`config.mk`:
```
export PLATFORM = sky130hd
export DESIGN_NAME = c_subset_lexer_core
export DESIGN_NICKNAME = d
export VERILOG_FILES = /design/src/hdl/csl_pkg.sv /design/src/hdl/c_subset_lexer_core.sv
export SDC_FILE = /design/constraint.sdc
export NUM_CORES = 1
export LEC_CHECK = 0
export ABC_CLOCK_PERIOD_IN_PS = 4430
export BUFFER_PORTS_ARGS = -buffer_cell sky130_fd_sc_hd__buf_2
export CORE_ASPECT_RATIO = 1.4
export CORE_MARGIN = 3
export CORE_UTILIZATION = 40
export CTS_CLUSTER_DIAMETER = 50
export DETAILED_ROUTE_END_ITERATION = 8
export PLACE_DENSITY_LB_ADDON = 0.1
export SLEW_MARGIN = 20
export SYNTH_ARGS = -nofsm -noshare
export SYNTH_HDL_FRONTEND = slang
export SYNTH_SLANG_ARGS = --single-unit
```
`constraint.sdc`:
```
create_clock -name clk -period 4.43 [get_ports clk]
set_clock_uncertainty 0.05 [all_clocks]
set_input_delay 0.6645 -clock clk [delete_from_list [all_inputs] [get_ports clk]]
set_output_delay 0.6645 -clock clk [all_outputs]
set_load 0.005 [all_outputs]
```
`src/hdl/csl_pkg.sv`:
```
// Shared types, token kind codes and character constants for the C subset lexer.
// Used by c_subset_lexer_core and its checker csl_chk; depends on nothing else.
package csl_pkg;

	localparam int IN_DATA_W  = 8;
	localparam int OUT_DATA_W = 24;
	localparam int OUT_USER_W = 5;
	localparam int OFFSET_W   = 16;
	localparam int LEN_W      = 8;

	// Result queue: two entries may be written per beat, one read per cycle while m_tready is high.
	localparam int RQ_DEPTH = 4;
	localparam int RQ_AW    = 2;

	typedef enum logic [3:0] {
		KIND_INT    = 4'd0,
		KIND_RETURN = 4'd1,
		KIND_NUMBER = 4'd2,
		KIND_IDENT  = 4'd3,
		KIND_PLUS   = 4'd4,
		KIND_MINUS  = 4'd5,
		KIND_LBRACE = 4'd6,
		KIND_RBRACE = 4'd7,
		KIND_SEMI   = 4'd8,
		KIND_UNREC  = 4'd9,
		KIND_END    = 4'd10
	} token_kind_t;

	typedef struct packed {
		logic               too_long;
		token_kind_t        kind;
		logic [LEN_W-1:0]   length;
		logic [OFFSET_W-1:0] start;
		logic               last;
	} result_t;

	localparam logic [7:0] CH_PLUS   = 8'h2B;
	localparam logic [7:0] CH_MINUS  = 8'h2D;
	localparam logic [7:0] CH_LBRACE = 8'h7B;
	localparam logic [7:0] CH_RBRACE = 8'h7D;
	localparam logic [7:0] CH_SEMI   = 8'h3B;
	localparam logic [7:0] CH_UNDER  = 8'h5F;
	localparam logic [7:0] CH_SPACE  = 8'h20;

	localparam logic [7:0] INT_LEN    = 8'd3;
	localparam logic [7:0] RETURN_LEN = 8'd6;

	function automatic logic is_space_byte(input logic [7:0] c);
		return (c == CH_SPACE) || (c inside {[8'h09:8'h0D]});
	endfunction

	function automatic logic is_digit_byte(input logic [7:0] c);
		return c inside {[8'h30:8'h39]};
	endfunction

	function automatic logic is_alpha_byte(input logic [7:0] c);
		return (c inside {[8'h61:8'h7A]}) || (c inside {[8'h41:8'h5A]});
	endfunction

	// Letters of the keyword "int" by position.
	function automatic logic [7:0] int_char(input logic [7:0] idx);
		logic [7:0] r;
		case (idx)
			8'd0:    r = 8'h69;
			8'd1:    r = 8'h6E;
			8'd2:    r = 8'h74;
			default: r = 8'h00;
		endcase
		return r;
	endfunction

	// Letters of the keyword "return" by position.
	function automatic logic [7:0] return_char(input logic [7:0] idx);
		logic [7:0] r;
		case (idx)
			8'd0:    r = 8'h72;
			8'd1:    r = 8'h65;
			8'd2:    r = 8'h74;
			8'd3:    r = 8'h75;
			8'd4:    r = 8'h72;
			8'd5:    r = 8'h6E;
			default: r = 8'h00;
		endcase
		return r;
	endfunction

	function automatic token_kind_t single_kind(input logic [7:0] c);
		token_kind_t k;
		case (c)
			CH_PLUS:   k = KIND_PLUS;
			CH_MINUS:  k = KIND_MINUS;
			CH_LBRACE: k = KIND_LBRACE;
			CH_RBRACE: k = KIND_RBRACE;
			CH_SEMI:   k = KIND_SEMI;
			default:   k = KIND_UNREC;
		endcase
		return k;
	endfunction

endpackage

```
`src/hdl/c_subset_lexer_core.sv`:
```
// An accepted beat's tokens are written into the registered result queue that feeds the output.
// Throughput: one input beat per cycle; a beat yields up to two tokens and the output
// drains one token per cycle while m_tready is high, so s_tready drops while the
// four-entry result queue has fewer than two free entries.
// Reset: arst_n clears the word state, the byte position and the result queue.
// Top level of the byte-serial C subset lexer; depends on csl_pkg.
module c_subset_lexer_core #(
	parameter int MAX_WORD  = 256,
	parameter int POS_WIDTH = 16
) (
	input  logic                               clk,
	input  logic                               arst_n,
	input  logic                               s_tvalid,
	output logic                               s_tready,
	input  logic [csl_pkg::IN_DATA_W-1:0]      s_tdata,  // [7:0] ch
	input  logic                               s_tlast,  // end_of_input
	output logic                               m_tvalid,
	input  logic                               m_tready,
	output logic [csl_pkg::OUT_DATA_W-1:0]     m_tdata,  // [15:0] start_offset, [23:16] token_length
	output logic [csl_pkg::OUT_USER_W-1:0]     m_tuser,  // [3:0] token_kind, [4] too_long
	output logic                               m_tlast   // last_result
);
	import csl_pkg::*;

	localparam int WORD_LIMIT = ((MAX_WORD - 1) < 255) ? (MAX_WORD - 1) : 255;

	typedef enum logic [1:0] {
		MODE_IDLE   = 2'd0,
		MODE_IDENT  = 2'd1,
		MODE_NUMBER = 2'd2
	} mode_t;

	mode_t                mode_q, mode_d;
	logic [OFFSET_W-1:0]  start_q, start_d;
	logic [LEN_W-1:0]     count_q, count_d;
	logic                 ovf_q, ovf_d;
	logic                 int_m_q, int_m_d;
	logic                 ret_m_q, ret_m_d;
	logic [POS_WIDTH-1:0] pos_q, pos_d;

	result_t              rq_mem [RQ_DEPTH];
	logic [RQ_AW-1:0]     wr_ptr_q, rd_ptr_q;
	logic [RQ_AW:0]       cnt_q;

	logic        accept, pop;
	logic [7:0]  c;
	logic        eoi, is_sp, is_dig, is_alp, word_byte, extend, flush, single, start_w;
	logic [OFFSET_W-1:0] pos16;
	token_kind_t flush_kind;
	result_t     flush_res, other_res, res0, res1;
	logic [1:0]  n_res;

	assign c      = s_tdata;
	assign eoi    = s_tlast;
	assign accept = s_tvalid && s_tready;
	assign pop    = m_tvalid && m_tready;
	assign pos16  = OFFSET_W'(pos_q);

	assign is_sp     = is_space_byte(c);
	assign is_dig    = is_digit_byte(c);
	assign is_alp    = is_alpha_byte(c) || (c == CH_UNDER);
	assign word_byte = is_alp || is_dig;

	assign extend  = !eoi && (((mode_q == MODE_IDENT) && word_byte) ||
	                          ((mode_q == MODE_NUMBER) && is_dig));
	assign flush   = (mode_q != MODE_IDLE) && !extend;
	assign start_w = !eoi && !extend && word_byte;
	assign single  = !eoi && !extend && !word_byte && !is_sp;

	always_comb begin
		if (mode_q == MODE_NUMBER) begin
			flush_kind = KIND_NUMBER;
		end else if (int_m_q && (count_q == INT_LEN) && !ovf_q) begin
			flush_kind = KIND_INT;
		end else if (ret_m_q && (count_q == RETURN_LEN) && !ovf_q) begin
			flush_kind = KIND_RETURN;
		end else begin
			flush_kind = KIND_IDENT;
		end
	end

	always_comb begin
		flush_res          = '0;
		flush_res.kind     = flush_kind;
		flush_res.start    = start_q;
		flush_res.length   = count_q;
		flush_res.too_long = ovf_q;
		flush_res.last     = !(eoi || single);

		other_res          = '0;
		other_res.kind     = eoi ? KIND_END : single_kind(c);
		other_res.start    = pos16;
		other_res.length   = eoi ? '0 : LEN_W'(1);
		other_res.too_long = 1'b0;
		other_res.last     = 1'b1;

		// The flushed word, when there is one, always goes first.
		res0  = flush ? flush_res : other_res;
		res1  = other_res;
		n_res = 2'(flush) + 2'(eoi || single);
	end

	always_comb begin
		mode_d  = mode_q;
		start_d = start_q;
		count_d = count_q;
		ovf_d   = ovf_q;
		int_m_d = int_m_q;
		ret_m_d = ret_m_q;
		pos_d   = pos_q + POS_WIDTH'(1);
		if (eoi) begin
			mode_d  = MODE_IDLE;
			start_d = '0;
			count_d = '0;
			ovf_d   = 1'b0;
			int_m_d = 1'b0;
			ret_m_d = 1'b0;
			pos_d   = '0;
		end else if (extend) begin
			if (count_q < LEN_W'(WORD_LIMIT)) begin
				int_m_d = int_m_q && (count_q < INT_LEN) && (c == int_char(count_q));
				ret_m_d = ret_m_q && (count_q < RETURN_LEN) && (c == return_char(count_q));
				count_d = count_q + LEN_W'(1);
			end else begin
				ovf_d   = 1'b1;
				int_m_d = 1'b0;
				ret_m_d = 1'b0;
			end
		end else if (start_w) begin
			mode_d  = is_alp ? MODE_IDENT : MODE_NUMBER;
			start_d = pos16;
			count_d = LEN_W'(1);
			ovf_d   = 1'b0;
			int_m_d = (c == int_char(8'd0));
			ret_m_d = (c == return_char(8'd0));
		end else begin
			mode_d  = MODE_IDLE;
			start_d = '0;
			count_d = '0;
			ovf_d   = 1'b0;
			int_m_d = 1'b0;
			ret_m_d = 1'b0;
		end
	end

	always_ff @(posedge clk or negedge arst_n) begin
		if (!arst_n) begin
			mode_q  <= MODE_IDLE;
			start_q <= '0;
			count_q <= '0;
			ovf_q   <= 1'b0;
			int_m_q <= 1'b0;
			ret_m_q <= 1'b0;
			pos_q   <= '0;
		end else if (accept) begin
			mode_q  <= mode_d;
			start_q <= start_d;
			count_q <= count_d;
			ovf_q   <= ovf_d;
			int_m_q <= int_m_d;
			ret_m_q <= ret_m_d;
			pos_q   <= pos_d;
		end
	end

	// Result queue storage; only entries below the fill count are ever read.
	always_ff @(posedge clk) begin
		if (accept && (n_res != 2'd0)) begin
			rq_mem[wr_ptr_q] <= res0;
		end
		if (accept && (n_res == 2'd2)) begin
			rq_mem[wr_ptr_q + RQ_AW'(1)] <= res1;
		end
	end

	always_ff @(posedge clk or negedge arst_n) begin
		if (!arst_n) begin
			wr_ptr_q <= '0;
			rd_ptr_q <= '0;
			cnt_q    <= '0;
		end else begin
			if (accept) begin
				wr_ptr_q <= wr_ptr_q + RQ_AW'(n_res);
			end
			if (pop) begin
				rd_ptr_q <= rd_ptr_q + RQ_AW'(1);
			end
			cnt_q <= cnt_q + (accept ? (RQ_AW + 1)'(n_res) : '0) - (RQ_AW + 1)'(pop);
		end
	end

	assign s_tready = (cnt_q <= (RQ_AW + 1)'(RQ_DEPTH - 2));
	assign m_tvalid = (cnt_q != '0);
	assign m_tdata  = {rq_mem[rd_ptr_q].length, rq_mem[rd_ptr_q].start};
	assign m_tuser  = {rq_mem[rd_ptr_q].too_long, rq_mem[rd_ptr_q].kind};
	assign m_tlast  = rq_mem[rd_ptr_q].last;

endmodule

```
==> flow_summary.ini <==
[status]
run_status = completed

[clock_tree]
cts_sinks = 172
cts.clk_slew.worst_paths_ps = 70
count_of_buffers_added_by_post_cts_timing_repair_for_setup = 0
clk_latency_worst_skew_pair_ps = 430
postCtsResizedCells = 0
clockRootBuffer = sky130_fd_sc_hd__clkbuf_16
cts_tree = yes
cts_hold_buffers = 0
cts.path.max_buffers = 2
number_of_h_tree_levels = 4
number_of_buffers_inserted_during_clock_tree_synthesis = 17

[synth]
synth_top_flop_cell = sky130_fd_sc_hd__edfxtp_1
postSynthCellCount = 707
post-synth-top-count-cell = sky130_fd_sc_hd__a22o_1
synth_cell_types = 76
yosys-top-cells-area = sky130_fd_sc_hd__edfxtp_1 (29%), sky130_fd_sc_hd__dfrtp_1 (15%), sky130_fd_sc_hd__a22o_1 (9.4%)
synthesized_nets = 733
synth.yosys.seq_area_share = 0.527
synth.ff_latch_count = 172
area_of_the_mapped_netlist_sq_um = 8630
synth-async-reset-ratio = 0.302
synth_edf_count = 84
synth.top_cell.area_share = 0.292
avgSynthCellArea_sq_um = 12.2
synth.yosys.warnings = 0
synth_top_area_cell = sky130_fd_sc_hd__edfxtp_1
synthTopCellsByCount = sky130_fd_sc_hd__a22o_1 (93), sky130_fd_sc_hd__edfxtp_1 (84), sky130_fd_sc_hd__dfrtp_1 (52)

[critical_path]
critical_path.endpoint_type = flip-flop
worst-endpoint-arrival_ps = 3850
path_buf_inv = 3
cpLargestDelayFamily = simple AND/OR/NAND/NOR gates
timing.critical_path.slowest_cell_delay_ps = 680
worst_path_max_delay_cell = sky130_fd_sc_hd__or4b_1
crit_fanout = 17
critical_path_cell_sequence = buf_2, or4_1, a21oi_2, nor4_4, nor2_8, inv_2, ha_1, or4b_1, nor3_4, buf_4, o21ai_0, a21oi_1
critPathKind = input port to flip-flop
crit_required_ps = 4660
worst_setup_path_start_kind = input port

[placement]
port_buffers = 44
gp_congestion = 0.893
dp_hpwl_microns = 15800
dpl_worst_slack_ps = 367
dp.cells = 972

[floorplanning]
fp.coreArea_sq_um = 20900
floorplan.io_pins = 45
fp.dieArea_sq_um = 23400
die_height_microns = 180
num_rows = 62
start_util = 0.414
chipWidth_microns = 130

[sta]
timing.fmax_mhz = 276
post-route-period-util = 0.817
report.final.hold_viol_count = 0
worst_pin_slew_ps = 968
slew_headroom = 0.347
finalMaxSlewViolations = 0
report.final.setup_viol = 0
period_minus_slack_ps = 3620
fin_setup_tns_ps = 0
setup_ws_ps = 811
grt_setup_unrepaired = false

[drt]
drt.antenna.violating_nets = 0
highest-signal-layer = met4
drt_first_pass_iters = 5
met2WireLength_microns = 12500
post_drt_via_cell_ratio = 5.98
post_drt_wl_per_cell_microns = 22.5
met3_wire_len_microns = 654
met1_wire_length_microns = 8710
drt_first_iter_violations = 492
via_count = 5999
drc_errors = 0
routed_wirelength_microns = 22600

[worst_hold_path]
worstHoldPathType = input port to async pin

[grt]
grt_pass1_wl_microns = 35700
maximum_number_of_pins_on_one_net_before_global_route_repair = 53
globalRouteTotalUtil = 0.199
globalRouteOverflowTotal = 0
grt_antenna_before_repair = 0
first_global_vias = 6221

[power_and_ir_drop]
power_density_over_the_cells_nw_per_um2 = 552
cellLeakagePower_uw = 0.00370
irDropWorstVdd_mv = 0.270

[final_layout]
finish.cell_count_without_fillers = 1004
final_layout_size_suffix_gt1_frac = 0.231
antenna-diode-count = 0
num-nets-final = 761
area_growth_syn_to_layout_pct = 12.4
filler_cell_count = 1904

[run]
max_cap_viol_count = 0
## flip-flops by register name (all words and copies together), names as in the netlist, 2 cells and up
signal    count
pos16        16
wr_ptr_q      2
mode_q        2
cnt_q         3
rq_mem      120
count_q       8
start_q      16
rd_ptr_q      2
## worst paths after layout
path	slack [ps]	endpoint	start	depth (start not counted)
max in group asynchronous	3470	rd_ptr_q[0]	arst_n	2
worst min-delay path	310	count_q[4]	arst_n	2
min in group clk	430	rq_mem[1][24]	rq_mem[1][24]	1
worst max register to register	1050	rq_mem[1][0]	mode_q[1]	10
worst min register to register	430	rq_mem[1][24]	rq_mem[1][24]	1
worst max-delay path	810	rq_mem[2][26]	s_tdata[4]	12
## placed cells by master, fill, tap and decap left out, types with 21 or more instances in the layout
cell type	count
sky130_fd_sc_hd__a21oi_1	26
sky130_fd_sc_hd__mux4_2	30
sky130_fd_sc_hd__dfrtp_1	51
sky130_fd_sc_hd__o21ai_0	26
sky130_fd_sc_hd__nor2_1	37
sky130_fd_sc_hd__a22o_1	93
sky130_fd_sc_hd__dfxtp_1	36
sky130_fd_sc_hd__edfxtp_1	84
sky130_fd_sc_hd__buf_2	44
sky130_fd_sc_hd__buf_4	21
sky130_fd_sc_hd__nand2_1	47
sky130_fd_sc_hd__inv_1	22
## layout make-up
class	count	area, sq um	area share
clock inverters	11	92.6	0.00955
repair buffers	68	438	0.0452
well taps	256	320	0.0330
inverters	22	82.6	0.00852
multi-input cells	454	3700	0.382
clock buffers	21	514	0.0530
flip-flops and latches	172	4550	0.469
## logic make-up (layout without fill, tap and decap cells)
family | count (synthesis) | after routing | synth area share
flops | 172 | 172 | 0.527
simple gates | 170 | 170 | 0.108
compound gates | 212 | 212 | 0.192
mux | 34 | 34 | 0.0832
xor+xnor | 25 | 25 | 0.0254
buf+inv | 81 | 122 | 0.0448
fa+ha+maj | 13 | 13 | 0.0197
## through the flow
step,hold slack (ps),utilization,area [sq um],power [uW]
6_report,307,0.465,9700,5350
5_1_grt,359,0.465,9700,5640
4_1_cts,337,0.465,9700,5410
3_5_place_dp,409,0.436,9090,3900
3_3_place_gp,405,0.436,9090,3860
2_1_floorplan,319,-,8630,3290
## report_power, final
group | switching, uW | internal (uW)
clock | 667 | 850
combinational | 889 | 720
sequential | 292 | 1930
total | 1850 | 3500
## per-layer routing
metal  GRT usage  up-vias
met1       0.229     3047
li1            -     2767
met3      0.0279       41
met4      0.0728        0
met5           0        -
met2       0.368      144
Note: power is estimated with default switching activity, not from simulation.
